==> config.mk <==
export PLATFORM = sky130hd
export DESIGN_NAME = ssmf_ctrl
export DESIGN_NICKNAME = d
export VERILOG_FILES = /design/src/ssmf_pkg.sv /design/src/ssmf_ctrl.sv
export SDC_FILE = /design/constraint.sdc
export NUM_CORES = 1
export LEC_CHECK = 0
export ABC_AREA = 1
export ABC_CLOCK_PERIOD_IN_PS = 3300
export BUFFER_PORTS_ARGS = -buffer_cell sky130_fd_sc_hd__buf_2
export CORE_ASPECT_RATIO = 1.75
export CORE_UTILIZATION = 56
export CTS_CLUSTER_DIAMETER = 30
export DETAILED_ROUTE_END_ITERATION = 16
export GPL_ROUTABILITY_DRIVEN = 0
export PLACE_DENSITY = 0.82
export SKIP_CTS_REPAIR_TIMING = 1
export SYNTH_ARGS = -nofsm -noshare
export SYNTH_HDL_FRONTEND = slang
export SYNTH_SLANG_ARGS = --single-unit
export TNS_END_PERCENT = 100
==> constraint.sdc <==
create_clock -name clk_i -period 3.3 [get_ports clk_i]
set_input_delay 0.33 -clock clk_i [delete_from_list [all_inputs] [get_ports clk_i]]
set_output_delay 0.33 -clock clk_i [all_outputs]
set_load 0.005 [all_outputs]
==> src/ssmf_pkg.sv <==
// ---------------------------------------------------------------------------
// ssmf_pkg
// Shared constants, types and the spiral position function.
// ---------------------------------------------------------------------------
`timescale 1ns / 1ps
package ssmf_pkg;
  localparam int MaxSide  = 8;
  localparam int Depth    = MaxSide * MaxSide;
  localparam int IdxW     = $clog2(Depth);
  localparam int CntW     = IdxW + 1;
  localparam int CoordW   = $clog2(MaxSide);
  localparam int SideW    = 4;
  localparam int DataW    = 32;

  typedef logic [CoordW-1:0] coord_t;
  typedef logic [IdxW-1:0]   idx_t;
  typedef logic [CntW-1:0]   cnt_t;

  // Commands from controller to datapath.
  typedef struct packed {
    logic clear;     // start a new matrix
    logic load;      // sorter takes one value
    logic copy;      // shift slot 0 into the RAM at wr_idx
    idx_t wr_idx;
    coord_t row;
    coord_t col;
  } ssmf_cmd_t;

  // Status from datapath to controller.
  typedef struct packed {
    cnt_t count;     // values currently held
  } ssmf_sts_t;

  // Spiral index of cell (r, c) in an n by n matrix: ring k = min distance
  // to an edge; offset within the ring follows top, right, bottom, left.
  function automatic idx_t spiral_idx(input coord_t r, input coord_t c,
                                      input logic [SideW-1:0] n);
    int k, m, base, off, ri, ci, ni;
    begin
      ri = int'(r); ci = int'(c); ni = int'(n);
      k = ri;
      if (ci < k) k = ci;
      if (ni - 1 - ri < k) k = ni - 1 - ri;
      if (ni - 1 - ci < k) k = ni - 1 - ci;
      base = ni * ni - (ni - 2 * k) * (ni - 2 * k);
      m = ni - 2 * k - 1;
      if (m == 0) off = 0;
      else if (ri == k) off = ci - k;
      else if (ci == ni - 1 - k) off = m + (ri - k);
      else if (ri == ni - 1 - k) off = 2 * m + (ni - 1 - k - ci);
      else off = 3 * m + (ni - 1 - k - ri);
      spiral_idx = idx_t'(base + off);
    end
  endfunction
endpackage

==> src/ssmf_ctrl.sv <==
// ---------------------------------------------------------------------------
// ssmf_ctrl
// Load / copy / emit sequencer and output register control.
// ---------------------------------------------------------------------------
`timescale 1ns / 1ps
module ssmf_ctrl import ssmf_pkg::*; (
  input  logic             clk_i,
  input  logic             rst_ni,
  input  logic [SideW-1:0] side_i,
  input  logic             cfg_valid_i,
  output logic             cfg_ready_o,
  input  logic             in_valid,
  output logic             in_stall,
  output logic             out_valid,
  input  logic             out_stall,
  input  ssmf_sts_t        sts_i,
  output ssmf_cmd_t        cmd_o,
  output coord_t           row_o,
  output coord_t           col_o,
  output logic             last_o
);
  localparam logic [1:0] StLoad = 2'd0;
  localparam logic [1:0] StCopy = 2'd1;
  localparam logic [1:0] StRead = 2'd2;
  localparam logic [1:0] StOut  = 2'd3;

  logic [1:0] state_q, state_d;
  coord_t r_q, r_d, c_q, c_d;
  idx_t copy_q, copy_d;
  coord_t nm1;
  cnt_t total;
  logic cfg_wr, in_acc, out_acc, cell_last;

  assign nm1 = coord_t'(side_i - 4'd1);
  assign total = cnt_t'(side_i) * cnt_t'(side_i);
  assign cfg_ready_o = (state_q == StLoad);
  assign cfg_wr = cfg_valid_i && cfg_ready_o;
  // a side write takes the cycle, so input waits
  assign in_stall = (state_q != StLoad) || cfg_valid_i;
  assign in_acc = in_valid && !in_stall;
  assign out_valid = (state_q == StOut);
  assign out_acc = out_valid && !out_stall;
  assign cell_last = (r_q == nm1) && (c_q == nm1);

  always_comb begin
    state_d = state_q;
    r_d = r_q;
    c_d = c_q;
    copy_d = copy_q;
    cmd_o = '0;
    cmd_o.row = r_q;
    cmd_o.col = c_q;
    cmd_o.wr_idx = copy_q;
    case (state_q)
      StLoad: begin
        if (cfg_wr) begin
          cmd_o.clear = 1'b1;
        end else if (in_acc) begin
          cmd_o.load = 1'b1;
          if (sts_i.count + cnt_t'(1) == total) begin
            state_d = StCopy;
            copy_d = '0;
          end
        end
      end
      StCopy: begin
        cmd_o.copy = 1'b1;
        if (cnt_t'(copy_q) + cnt_t'(1) == total) begin
          state_d = StRead;
          r_d = '0;
          c_d = '0;
        end else begin
          copy_d = copy_q + idx_t'(1);
        end
      end
      StRead: begin
        state_d = StOut;
      end
      StOut: begin
        if (out_acc) begin
          if (cell_last) begin
            cmd_o.clear = 1'b1;
            state_d = StLoad;
          end else begin
            state_d = StRead;
            if (c_q == nm1) begin
              c_d = '0;
              r_d = r_q + coord_t'(1);
            end else begin
              c_d = c_q + coord_t'(1);
            end
          end
        end
      end
      default: state_d = StLoad;
    endcase
  end

  always_ff @(posedge clk_i or negedge rst_ni) begin
    if (!rst_ni) begin
      state_q <= StLoad;
      r_q <= '0;
      c_q <= '0;
      copy_q <= '0;
    end else begin
      state_q <= state_d;
      r_q <= r_d;
      c_q <= c_d;
      copy_q <= copy_d;
    end
  end

  assign row_o = r_q;
  assign col_o = c_q;
  assign last_o = cell_last;
endmodule

==> flow_results.org, run 1 <==
** STA
- The worst path needs 2.33 ns of the cycle, external delays included.
- Number of hold violations in the final report :: 0
- Transition time at the pin with the least slew margin :: 0.397 ns
- Of the available clock period, the critical path in the final layout requires 0.706.
- Setup violations remaining at the end of the flow were counted as 0.
- Clock skew after layout :: 0.00142 ns
- The number of pins with negative max-slew slack in the final report came to 0.
- Setup repair after global routing left no endpoint under its margin.
- Highest clock frequency the design can meet :: 430 MHz
- Post-route setup slack :: 0.972 ns
- Hold is met by 0.487 ns.
- Headroom to the max-slew limit came out at 0.735.
- In the final timing run, aggregate negative setup slack is 0 ns.

** Logic synthesis
- Synth warnings :: 0
- Post-synth EDFFs :: 0
- Flip-flop cell with the highest count after synthesis :: dfrtp_1
- Most used standard cells in the synthesized netlist :: nand2_1, inv_1, nand3_1, nor2_1, nand4_1
- When the netlist entered floorplanning its net count stood at 344.
- Synthesis produced a netlist whose cell count is 314.
- Post-synth design cell area :: 1890 sq um
- Post-Synthesis Mean Instance Area :: 6.00 sq um
- Synth Register Bits :: 14
- Sequential-to-total area share from yosys stat :: 0.186
- Unique masters post-synth :: 26
- Async set-or-reset flop fraction in the synthesized netlist :: 1.00
- Most used standard cell by instance count after synthesis :: nand2_1
- Top cells by area in the synthesized netlist :: nand2_1, dfrtp_1, ha_1
- The share of synthesized area in the top cell type comes to 0.251.
- Cell type with the highest aggregate area in the netlist :: nand2_1

** Floorplan
- 41 I/O pins were placed.
- Placeable core region :: 3180 sq um
- The die covers 3610 sq um.
- For this configuration, the core starts out at a cell density of 0.594.
- Measured along the x axis, the die boundary spans 45.9 microns.
- The die is 78.8 microns tall.
- The floorplan has 27 rows.

** Clock tree
- The clock passes through at most 2 buffers.
- For the worst-skew pair, the clock arrives at the later sink with an insertion delay of 0.25 ns.
- TritonCTS built the clock tree.
- Buffers inserted during clock tree synthesis total 3.
- The cell sitting at the root of the clock tree is a clkbuf_8.
- Level count of the clock H-tree :: 1
- The tree built by TritonCTS fans out to 14 sinks.
- Clock-pin slew was measured on the worst setup and hold paths at 0.06 ns.

** Global route
- Maximum number of pins on one net before global-route repair :: 15
- Total congestion overflow :: 0
- The number of antenna violations at the first check in global routing is 0.
- GRT Overall Usage :: 0.258
- Global-route wire length before repair :: 7040 microns
- Number of global-route vias before repair :: 1757

** Outcome
- Status :: completed

** Drt
- The detailed router placed 1978 vias in this run.
- Metal-1 WL :: 1720 microns
- After detailed routing, the number of remaining DRC violations is 0.
- In the final routed layout, each cell accounts on average for 10.9 microns.
- Metal2 WL :: 2360 microns
- After detailed routing, the met3 layer carries 113 microns of wire.
- Once detail routing completed, the nets flagged for antenna violations numbered 0.
- In this run the top signal layer used is met4.
- The first routing iteration left 41 violations.
- The first detailed-routing pass took 4 iterations.
- Wires add up to 4270 microns.
- Using the TritonRoute via totals, the vias-per-cell ratio works out to 5.05.

** Finish
- Filler-free cell count of the finished design :: 392
- Design area :: 2120 sq um
- 0 antenna diodes ended up in the layout.
- Share of final-layout standard cells stronger than drive strength 1 :: 0.215
- Area added between synthesis and finish :: 12.3%
- At the end of the flow, the number of nets in the layout was 380.

** Power and ir drop
- Switching Power :: 0.541 mW
- Across the VDD grid, the largest voltage drop is 0.000581 V.
- Combinational fraction of design power :: 0.593
- Internal power :: 0.537 mW
- In this run the power density over the cells is 509 nW/um^2.
- Of the total power, the share spent switching nets is 0.502.
- Of the total power, registers draw 0.245.
- Part of the total power dissipated in the clock network :: 0.162
- Summed over all cells, the static leakage comes to 1.29 nW.

** Worst setup path
- Register-to-Register Path Depth :: 13
- At the worst endpoint, the required time is 2.97 ns.
- Ordered list of cells on the worst path :: buf_2 -> clkinv_2 -> ha_1 -> or2_2 -> nand3_1 -> nor2_2 -> nand2_1 -> inv_2 -> nand2_1 -> or2_1 -> a21oi_1 -> buf_2
- Critical path startpoint category :: input pin
- Library cell contributing the largest single delay on the critical path :: ha_1
- Capturing point of the worst reg2reg path :: row_o[0]
- Biggest cell delay along the critical path :: 0.34 ns
- On the critical path the largest part of the delay comes from simple AND/OR/NAND/NOR gates.
- Buffering stage count on the worst path with inverters included :: 4
- The worst register-to-register path begins at copy_q[0].
- Classification of the worst setup path :: input pin to output port
- In this run the register-to-register setup slack is 1.21 ns.
- Data arrives at the worst endpoint at 2.00 ns.
- Crit-path max FO :: 10
- Type of element capturing the critical path :: output port

** Placement
- At the placement stage, the worst setup path has a slack of 0.980 ns.
- Total of buffers placed on input and output ports :: 40
- Placed Cells incl. Taps :: 387
- In this run the cell area measured after placement is 2050 sq um.
- Detailed placement ended at an HPWL of 3480 microns.

** Worst hold path
- Min-Delay Path Depth :: 4
- Launch point of the worst hold path :: out_stall
- Capture endpoint of the worst hold path :: state_q[1]
- Hold WC Path Type :: input pin to flop

** Job
- Number of maximum-capacitance constraint violations :: 0
[per-stage QoR]
stage,power (mW),util
floorplan,0.746,-
global placement,0.888,0.647
detailed placement,0.898,0.647
CTS,1.07,0.664
global route,1.16,0.667
finish,1.08,0.667
[power by group through the flow]
stage / clock network (mW) / registers, mW / logic [mW]
floorplan: 0 / 0.250 / 0.496
global placement: 0 / 0.267 / 0.621
detailed placement: 0 / 0.267 / 0.631
CTS: 0.173 / 0.265 / 0.638
global route: 0.179 / 0.273 / 0.711
finish: 0.174 / 0.264 / 0.639
[layout by cell type, fill, tap and decap left out]
cell type	synthesis	layout
nor2_1	20	20
nand3_4	1	1
ha_1	14	14
or2_1	1	1
nor2_4	2	2
o21ai_2	3	3
xor2_1	1	1
clkinv_2	1	1
or2_2	1	1
xnor2_1	1	1
nand3_1	32	32
nand3_2	4	4
nor2_2	3	3
nand4_4	1	1
a21oi_1	3	3
nand3b_1	2	2
nand2_1	126	126
o21ai_1	1	1
inv_2	6	6
dfrtp_1	14	14
dlygate4sd3_1	0	1
buf_2	0	40
clkbuf_8	0	4
inv_1	43	43
nand4_1	15	15
nand2_2	6	6
nand2_4	3	3
[worst max path at each step]
stage	from	to	slack (ns)	cells after the start
2_1_floorplan	side_i[0]	cmd_o[14]	1.30	11
3_3_place_gp	side_i[0]	cmd_o[14]	1.04	12
3_5_place_dp	side_i[0]	cmd_o[14]	0.98	12
4_1_cts	side_i[0]	cmd_o[14]	0.97	12
5_1_grt	side_i[0]	cmd_o[14]	0.81	12
6_report	side_i[0]	cmd_o[14]	0.97	12
[sequential cells by signal (all words and copies together) (netlist names)]
signal / flops
row_o: 3
copy_q: 6
state_q: 2
col_o: 3
[routing by layer]
layer  vias up  global-route usage
met4         0               0.100
met1       871               0.270
li1       1055                   -
met2        43               0.486
met5         -                   0
met3         9              0.0250
[final cells by class]
cell class | instances | area [sq um]
Clock buffer | 4 | 55.1
Fill cell | 336 | 1060
Inverter | 50 | 189
Multi-Input combinational cell | 240 | 1260
Sequential cell | 14 | 350
Tap cell | 43 | 53.8
Timing Repair Buffer | 41 | 210
[logic make-up (layout without fill, tap and decap cells)]
family / count (synthesis) / count (layout) / synth area share
buffers and inverters: 60 / 95 / 0.146
DFF: 14 / 14 / 0.186
and+or+nand+nor: 217 / 217 / 0.541
AOI/OAI and AO/OA: 7 / 7 / 0.0245
xor gates and xnor gates: 2 / 2 / 0.00929
adders and majority gates: 14 / 14 / 0.0929
[tightest hold or removal path, cell delays in order]
cell and delay [ns]:
buf_2 0.09, nand2_1 0.12, nand4_1 0.12, nand2_1 0.05
Note: power is estimated with default switching activity, not from simulation.
==> inputs of run 2 (changes only) <==
ABC_CLOCK_PERIOD_IN_PS = 2250   (was 3300)
CORE_UTILIZATION = 55   (was 56)
PLACE_DENSITY = 0.81   (was 0.82)
clock period = 2.25 ns   (was 3.3 ns; I/O delays follow)
==> run 2 against run 1 <==
Net effect:
- first-iteration DRC count increased by 15%
- routed wire length increased by 0.75%
- via count increased by 1.4%
- clock power increased by 40%
- sequential cell count unchanged
- core utilization increased by 0.62 points
- sequential share of layout area decreased by 0.33 points
- critical path type unchanged
==> flow_results.org, run 2 (synthesis gave the netlist of run 1 again) <==
** Finish
- The total number of nets in the final design was 384 (+1.1%).
- Share of final-layout standard cells stronger than drive strength 1 :: 0.227 (+0.0117)
- Design area :: 2160 sq um (+2.0%)
- Diode insertion count for antenna repair :: 0 (unchanged)
- Relative to the synthesized area, the layout overhead comes to 14.6%.
- Filler-free cell count of the finished design :: 396 (+1.0%)
- Top register by number of flip-flops :: copy_q
- Leading cell type in the layout, fill and taps excluded :: nand2_1
- Max reg flops :: 6 (unchanged)
- Highest-count cells in the layout ignoring fill and taps :: nand2_1, inv_1, buf_2

** STA
- Highest clock frequency the design can meet :: 498 MHz
- The number of setup violations in the final report was 0 (unchanged).
- Final worst-path cycle share :: 0.892
- The headroom to the max-slew limit came to 0.786 (+0.0508).
- Counting I/O delays and the setup requirement, the final critical path takes 2.01 ns.
- Transition time at the pin with the least slew margin :: 0.321 ns (-0.0761 ns)
- RSZ-0062 raised after global routing :: false
- The total negative slack is 0 ns (unchanged).
- The post-route clock skew came to 0.00151 ns (+0.0000943 ns).
- The final hold violation count came to 0 (unchanged).
- Total count of max-transition violations in the final report :: 0 (unchanged)
- Post-route setup slack :: 0.243 ns (-0.729 ns)

** Floorplan
- Die extent in y :: 79.5 microns (+0.88%)
- Total number of placement rows :: 27 (unchanged)
- The initial core utilization was 0.588 (-0.00625).
- Placeable core region :: 3210 sq um (+1.1%)
- Io pins :: 41 (unchanged)
- The die width was 46.3 microns (+0.86%).
- Area of the die :: 3680 sq um (+1.8%)

** Drt
- Vias/cell :: 5.06 (+0.34%)
- The first-pass detailed-route iteration total came to 5 (+1).
- Iteration-0 DRC Markers :: 47 (+15%)
- The count of unresolved DRC violations after routing is 0 (unchanged).
- The average detailed-routed wire length per instance was 10.9 microns (-0.27%).
- The total length of routed wires came to 4300 microns (+0.75%).
- ANT nets after route :: 0 (unchanged)
- The number of vias in the routed layout was 2005 (+1.4%).

** Clock tree
- The number of clock sinks seen by CTS was 14 (unchanged).
- The clock-pin slew on the worst setup and hold paths was 0.06 ns (about the same).
- Total clock buffers created by CTS :: 3 (unchanged)
- TritonCTS built the clock tree.
- Buffers from clock root to sink, at most :: 2 (unchanged)
- Clock root buffer :: clkbuf_8
- The number of H-tree branching levels came to 1 (unchanged).
- The clock latency on the worst-skew pair is 0.24 ns (about the same).

** Job
- Number of maximum-capacitance constraint violations :: 0 (unchanged)

** Placement
- The post-place setup slack is 0.132 ns (-0.848 ns).
- The placed instance count was 391 (+1.0%).
- The total cell area at the placement stage is 2080 sq um (+1.5%).
- Total of buffers placed on input and output ports :: 40 (unchanged)
- Estimated wirelength of the detail-placed design :: 3570 microns (+2.7%)

** Global route
- Total congestion overflow :: 0 (unchanged)
- Number of global-route vias before repair :: 1772 (+0.85%)
- GRT Overall Usage :: 0.253 (-0.00459)
- The maximum number of pins on one net before global-route repair came to 15 (unchanged).
- The number of antenna violations at the first check in global routing was 0 (unchanged).
- Global-route wire length before repair :: 7020 microns (-0.30%)

** Worst setup path
- Critical path startpoint category :: input pin
- Required arrival time at the worst endpoint :: 2.03 ns (-0.94 ns)
- Type of element capturing the critical path :: output port
- Classification of the worst setup path :: input pin to output port
- The top fanout value on the critical path is 5 (-5).
- Data arrival, critical path :: 1.78 ns (-0.22 ns)

** Worst hold path
- Hold WC Path Type :: input pin to flop

** Outcome
- Status :: completed

** Power and ir drop
- The power per cell area was 734 nW/um^2 (+44%).
- The leakage component of the power is 1.31 nW (+1.6%).
- Maximum VDD drop :: 0.000842 V (+45%)
==> run 2: changes by cell type in the layout (fill, tap and decap cells not counted) <==
cell | before | now
ha_4 | 0 | 1
ha_1 | 14 | 13
buf_4 | 0 | 4
==> run 2: per-stage QoR <==
step	utilization	power [mW]	hold slack (ns)
6_report	0.673	1.59	0.384
5_1_grt	0.673	1.73	0.430
4_1_cts	0.666	1.59	-0.118
3_5_place_dp	0.649	1.34	0.142
3_3_place_gp	0.649	1.33	0.138
2_1_floorplan	-	1.09	-0.0706
==> run 2: layout make-up <==
cell class	instances	area (sq um)
Fill cell	307	1050
Sequential cell	14	350
Tap cell	43	53.8
Clock buffer	4	55.1
Inverter	50	189
Multi-Input combinational cell	240	1270
Timing Repair Buffer	45	240
==> run 2: per-layer routing <==
metal	wire length, microns	track usage	vias to the layer above
met1	1730	0.279	876
met3	94	0.00679	20
met2	2290	0.456	45
met5	0	0	-
li1	-	-	1064
met4	187	0.138	0
==> run 2: worst paths after layout <==
kind	startpoint	end	slack [ns]	depth (start not counted)
setup / recovery	side_i[0]	cmd_o[14]	0.24	12
hold / removal	out_stall	state_q[1]	0.38	4
setup reg to reg	copy_q[1]	row_o[2]	0.31	13
hold reg to reg	copy_q[4]	copy_q[4]	0.55	2
max in group asynchronous	rst_ni	state_q[0]	1.60	2
min in group asynchronous	rst_ni	col_o[2]	0.40	2
==> run 2: power breakdown <==
part / switching (mW) / internal (mW)
clock: 0.0895 / 0.155
combinational: 0.611 / 0.360
sequential: 0.0688 / 0.303
==> run 2: worst max-delay path, cell delays in order <==
cell and delay, ns:
buf_2 0.15, clkinv_2 0.11, ha_4 0.29, or2_2 0.10, nand3_1 0.08, nor2_2 0.15, nand2_1 0.11, inv_2 0.07
nand2_1 0.06, or2_1 0.22, a21oi_1 0.11, buf_2 0.12
==> inputs of run 3 (changes only) <==
ABC_AREA = not set   (was 1)
CORE_UTILIZATION = 53   (was 55)
PLACE_DENSITY = 0.8   (was 0.81)
==> run 3 against run 2 <==
Net effect:
- the flow now finishes with violations (design-rule violations, negative setup slack)
- highest routed layer unchanged
- combinational power is 96% higher
- die area shrank 11%
- power increased by 64%
- first-iteration DRC count grew 130%
- sequential cell count did not move
- largest power group unchanged
- largest cell class unchanged
- design area up 18%
- clock power fell by 14%
==> flow_results.org, run 3 <==
** Outcome
- Status :: finished, violations left
- Violated checks :: design-rule violations, negative setup slack

** Worst setup path
- Top delay family on crit path :: simple AND/OR/NAND/NOR gates
- The signal on the critical path passes through ha_4 -> and3_4 -> buf_6 -> xor2_1 -> nand4_1 -> or3_4 -> a211oi_4 -> mux2_4.
- Library cell contributing the largest single delay on the critical path :: or3_4
- Flop-to-flop setup slack :: -0.40 ns (-0.71 ns)
- Crit-path max FO :: 8 (+3)
- CP Launch Point :: copy_q[0]
- Required arrival time at the worst endpoint :: 2.38 ns (+0.35 ns)
- Capturing point of the worst reg2reg path :: row_o[0]
- Type of element capturing the critical path :: flop
- The number of logic stages on the critical path including buffering is 8 (-4).
- The arrival time at the worst endpoint is 2.78 ns (+1.00 ns).
- Biggest cell delay along the critical path :: 0.48 ns (+0.19 ns)
- Buffering stage count on the worst path with inverters included :: 1 (-3)
- The critical path is of the flop to flop type.
- Critical path startpoint category :: flop
- Startpoint of the most critical register-to-register path :: copy_q[0]
- The length in cells of the worst reg-to-reg path came to 8 (-5).

** Finish
- Relative to the synthesized area, the layout overhead comes to 59.6%.
- The number of antenna repair diodes was 0 (unchanged).
- Number of nets in the final layout :: 297 (-23%)
- Total of fill cells in the finished design :: 138 (-55%)
- Max reg flops :: 6 (unchanged)
- The number of standard cells in the layout, taps in and fillers out is 293 (-26%).
- The total non-filler cell area in the finished layout came to 2560 sq um (+18%).
- The fraction of layout instances using a drive strength above 1 is 0.540 (+0.313).
- Top register by number of flip-flops :: copy_q
- Leading cell type in the layout, fill and taps excluded :: buf_4
- Highest-count cells in the layout ignoring fill and taps :: buf_4, buf_2, nand2_1, dfrtp_1, xnor2_1

** Drt
- The total length of routed wires came to 6480 microns (+50%).
- The first-pass detailed-route iteration total came to 12 (+7).
- Routed len/inst :: 22.1 microns (+100%)
- The number of vias in the routed layout was 1899 (-5.3%).
- Iteration-0 DRC Markers :: 108 (+130%)
- Vias/cell :: 6.48 (+28%)
- Residual DRC :: 10 (+10)
- The number of nets with antenna violations after routing came to 0 (unchanged).

** Logic synthesis
- Flip-flop cell with the highest count after synthesis :: dfrtp_1
- Post-synth EDFFs :: 0 (unchanged)
- The cell area after synthesis was 1600 sq um (-15%).
- Cell type with the highest aggregate area in the netlist :: dfrtp_1
- Synth warnings :: 0 (unchanged)
- The count of unique library cells instantiated by Yosys came to 49 (+88%).
- Share of the synthesized area in the top cell type :: 0.219 (-0.0323)
- Async set-or-reset flop fraction in the synthesized netlist :: 1.00 (unchanged)
- Share of the synthesized area in compound gates (AO/OA/AOI/OAI) :: 0.203 (+0.178)
- The per-instance average area after synthesis is 9.11 sq um (+52%).
- The portion of netlist area occupied by mux cells was 0.0195 (+0.0195).
- Syn Inst Count :: 176 (-44%)
- The parity-gate share of the synthesized area counting xor and xnor cells was 0.185 (+0.176).
- Combinational family with the most area after synthesis :: compound AO/OA/AOI/OAI gates
- Area fraction in and, or, nand and nor cells after synthesis :: 0.187 (-0.354)
- Adder-cell area share of the yosys netlist :: 0.109 (+0.0164)
- Post-synthesis net count :: 206 (-40%)
- The post-synthesis sequential element count was 14 (unchanged).
- The sequential area share after synthesis came to 0.219 (+0.0328).
- Most used standard cells in the synthesized netlist :: dfrtp_1, ha_1, nand2_1, inv_1, xnor2_1
- Sorting the synthesized cells by area gives the leading types as dfrtp_1, ha_1, xnor2_1.

** STA
- Highest clock frequency the design can meet :: 377 MHz (-24%)
- Clock skew after layout :: 0.00628 ns (+0.00477 ns)
- Total count of max-transition violations in the final report :: 0 (unchanged)
- The final critical delay including setup and external delays is 2.65 ns (+0.642 ns).
- Normalized max-slew margin :: 0.575 (-0.211)
- The number of setup violations in the final report came to 15 (+15).
- Post-route setup slack :: -0.399 ns (-0.642 ns)
- Number of hold violations in the final report :: 0 (unchanged)
- Setup repair after global routing could not meet its margin everywhere.
- The actual slew at the worst max-slew pin is 0.635 ns (+0.314 ns).
- Final worst-path cycle share :: 1.18 (+0.285)
- The total negative slack is -3.63 ns (-3.63 ns).

** Clock tree
- Clock root buffer :: clkbuf_8
- The clock latency on the worst-skew pair was 0.25 ns (about the same).
- The number of clock sinks seen by CTS is 14 (unchanged).
- The clock tree buffer depth came to 2 (unchanged).
- Clock transition at path regs :: 0.06 ns (about the same)
- The number of H-tree branching levels was 1 (unchanged).
- Total clock buffers created by CTS :: 3 (unchanged)
- CTS tree :: done

** Power and ir drop
- Maximum VDD drop :: 0.000683 V (-19%)
- The power per cell area came to 1010 nW/um^2 (+38%).
- The leakage component of the power came to 1.24 nW (-5.5%).

** Global route
- The number of global-route vias before repair is 1689 (-4.7%).
- GRT Overall Usage :: 0.291 (+0.0380)
- Global-route wire length before repair :: 7090 microns (+1.1%)
- The sum of overflow across all layers after global routing is 0 (unchanged).
- The number of antenna violations at the first check in global routing came to 0 (unchanged).
- The maximum number of pins on one net before global-route repair came to 15 (unchanged).

** Floorplan
- Die X-Extent :: 43.6 microns (-5.8%)
- The number of ports placed on the die boundary was 41 (unchanged).
- Total number of placement rows :: 26 (-3.7%)
- The die area came to 3260 sq um (-11%).
- Starting density of the core :: 0.554 (-0.0339)
- Placeable core region :: 2900 sq um (-9.8%)
- Die extent in y :: 74.8 microns (-5.9%)

** Worst hold path
- The tightest min-delay check is of the input pin to asynchronous set/reset pin type.

** Placement
- Total of buffers placed on input and output ports :: 40 (unchanged)
- Cell area after placement :: 2170 sq um (+4.1%)
- Estimated wirelength of the detail-placed design :: 3660 microns (+2.4%)
- The post-place setup slack is -0.492 ns (-0.624 ns).
- Placed Cells incl. Taps :: 280 (-28%)

** Job
- The number of maximum-capacitance constraint violations was 0 (unchanged).
[run 3: layout make-up]
| type | instances | area (sq um) | share of cell area |
|---|---|---|---|
| tap | 28 | 35.0 | 0.0137 |
| inverter | 12 | 50.0 | 0.0196 |
| timing repair buffer | 98 | 694 | 0.271 |
| multi-input combinational | 138 | 1390 | 0.542 |
| sequential | 14 | 352 | 0.137 |
| clock buffer | 3 | 41.3 | 0.0161 |
[run 3: kinds of logic (layout without fill, tap and decap cells)]
kind of cell               count (synthesis)  after routing
DFF                                       14             14
buffers and inverters                     24            113
adders and majority gates                 14             14
muxes                                      3              3
AOI/OAI and AO/OA                         39             39
xor gates and xnor gates                  25             25
and+or+nand+nor                           57             57
[run 3: how the worst max path moves through the flow]
stage,endpoint,slack [ns]
after global routing,row_o[1],-0.42
after CTS,col_o[0],-0.38
after detailed placement,col_o[0],-0.49
final,row_o[0],-0.40
after floorplan,row_o[0],-0.31
after global placement,col_o[0],-0.37
[run 3: routing by layer]
metal / global-route usage / vias to the layer above / part of all wire
met1: 0.284 / 883 / 0.31
met4: 0.167 / 0 / 0.089
li1: - / 814 / -
met2: 0.569 / 142 / 0.52
met3: 0.0288 / 60 / 0.072
met5: 0 / - / 0
[run 3: per-stage QoR]
| step | utilization | power, mW | hold slack, ns |
|---|---|---|---|
| 2_1_floorplan | - | 1.35 | -0.0706 |
| 3_3_place_gp | 0.749 | 1.90 | 0.137 |
| 3_5_place_dp | 0.749 | 1.98 | 0.147 |
| 4_1_cts | 0.763 | 2.20 | -0.112 |
| 5_1_grt | 0.884 | 2.70 | 0.421 |
| 6_report | 0.884 | 2.59 | 0.414 |
[run 3: where the power goes]
part           internal [mW]  leakage [nW]  switching [mW]
Combinational          0.979          1.04           0.926
Clock                  0.119        0.0216          0.0905
Sequential             0.348         0.182           0.133
Total                   1.45          1.24            1.15
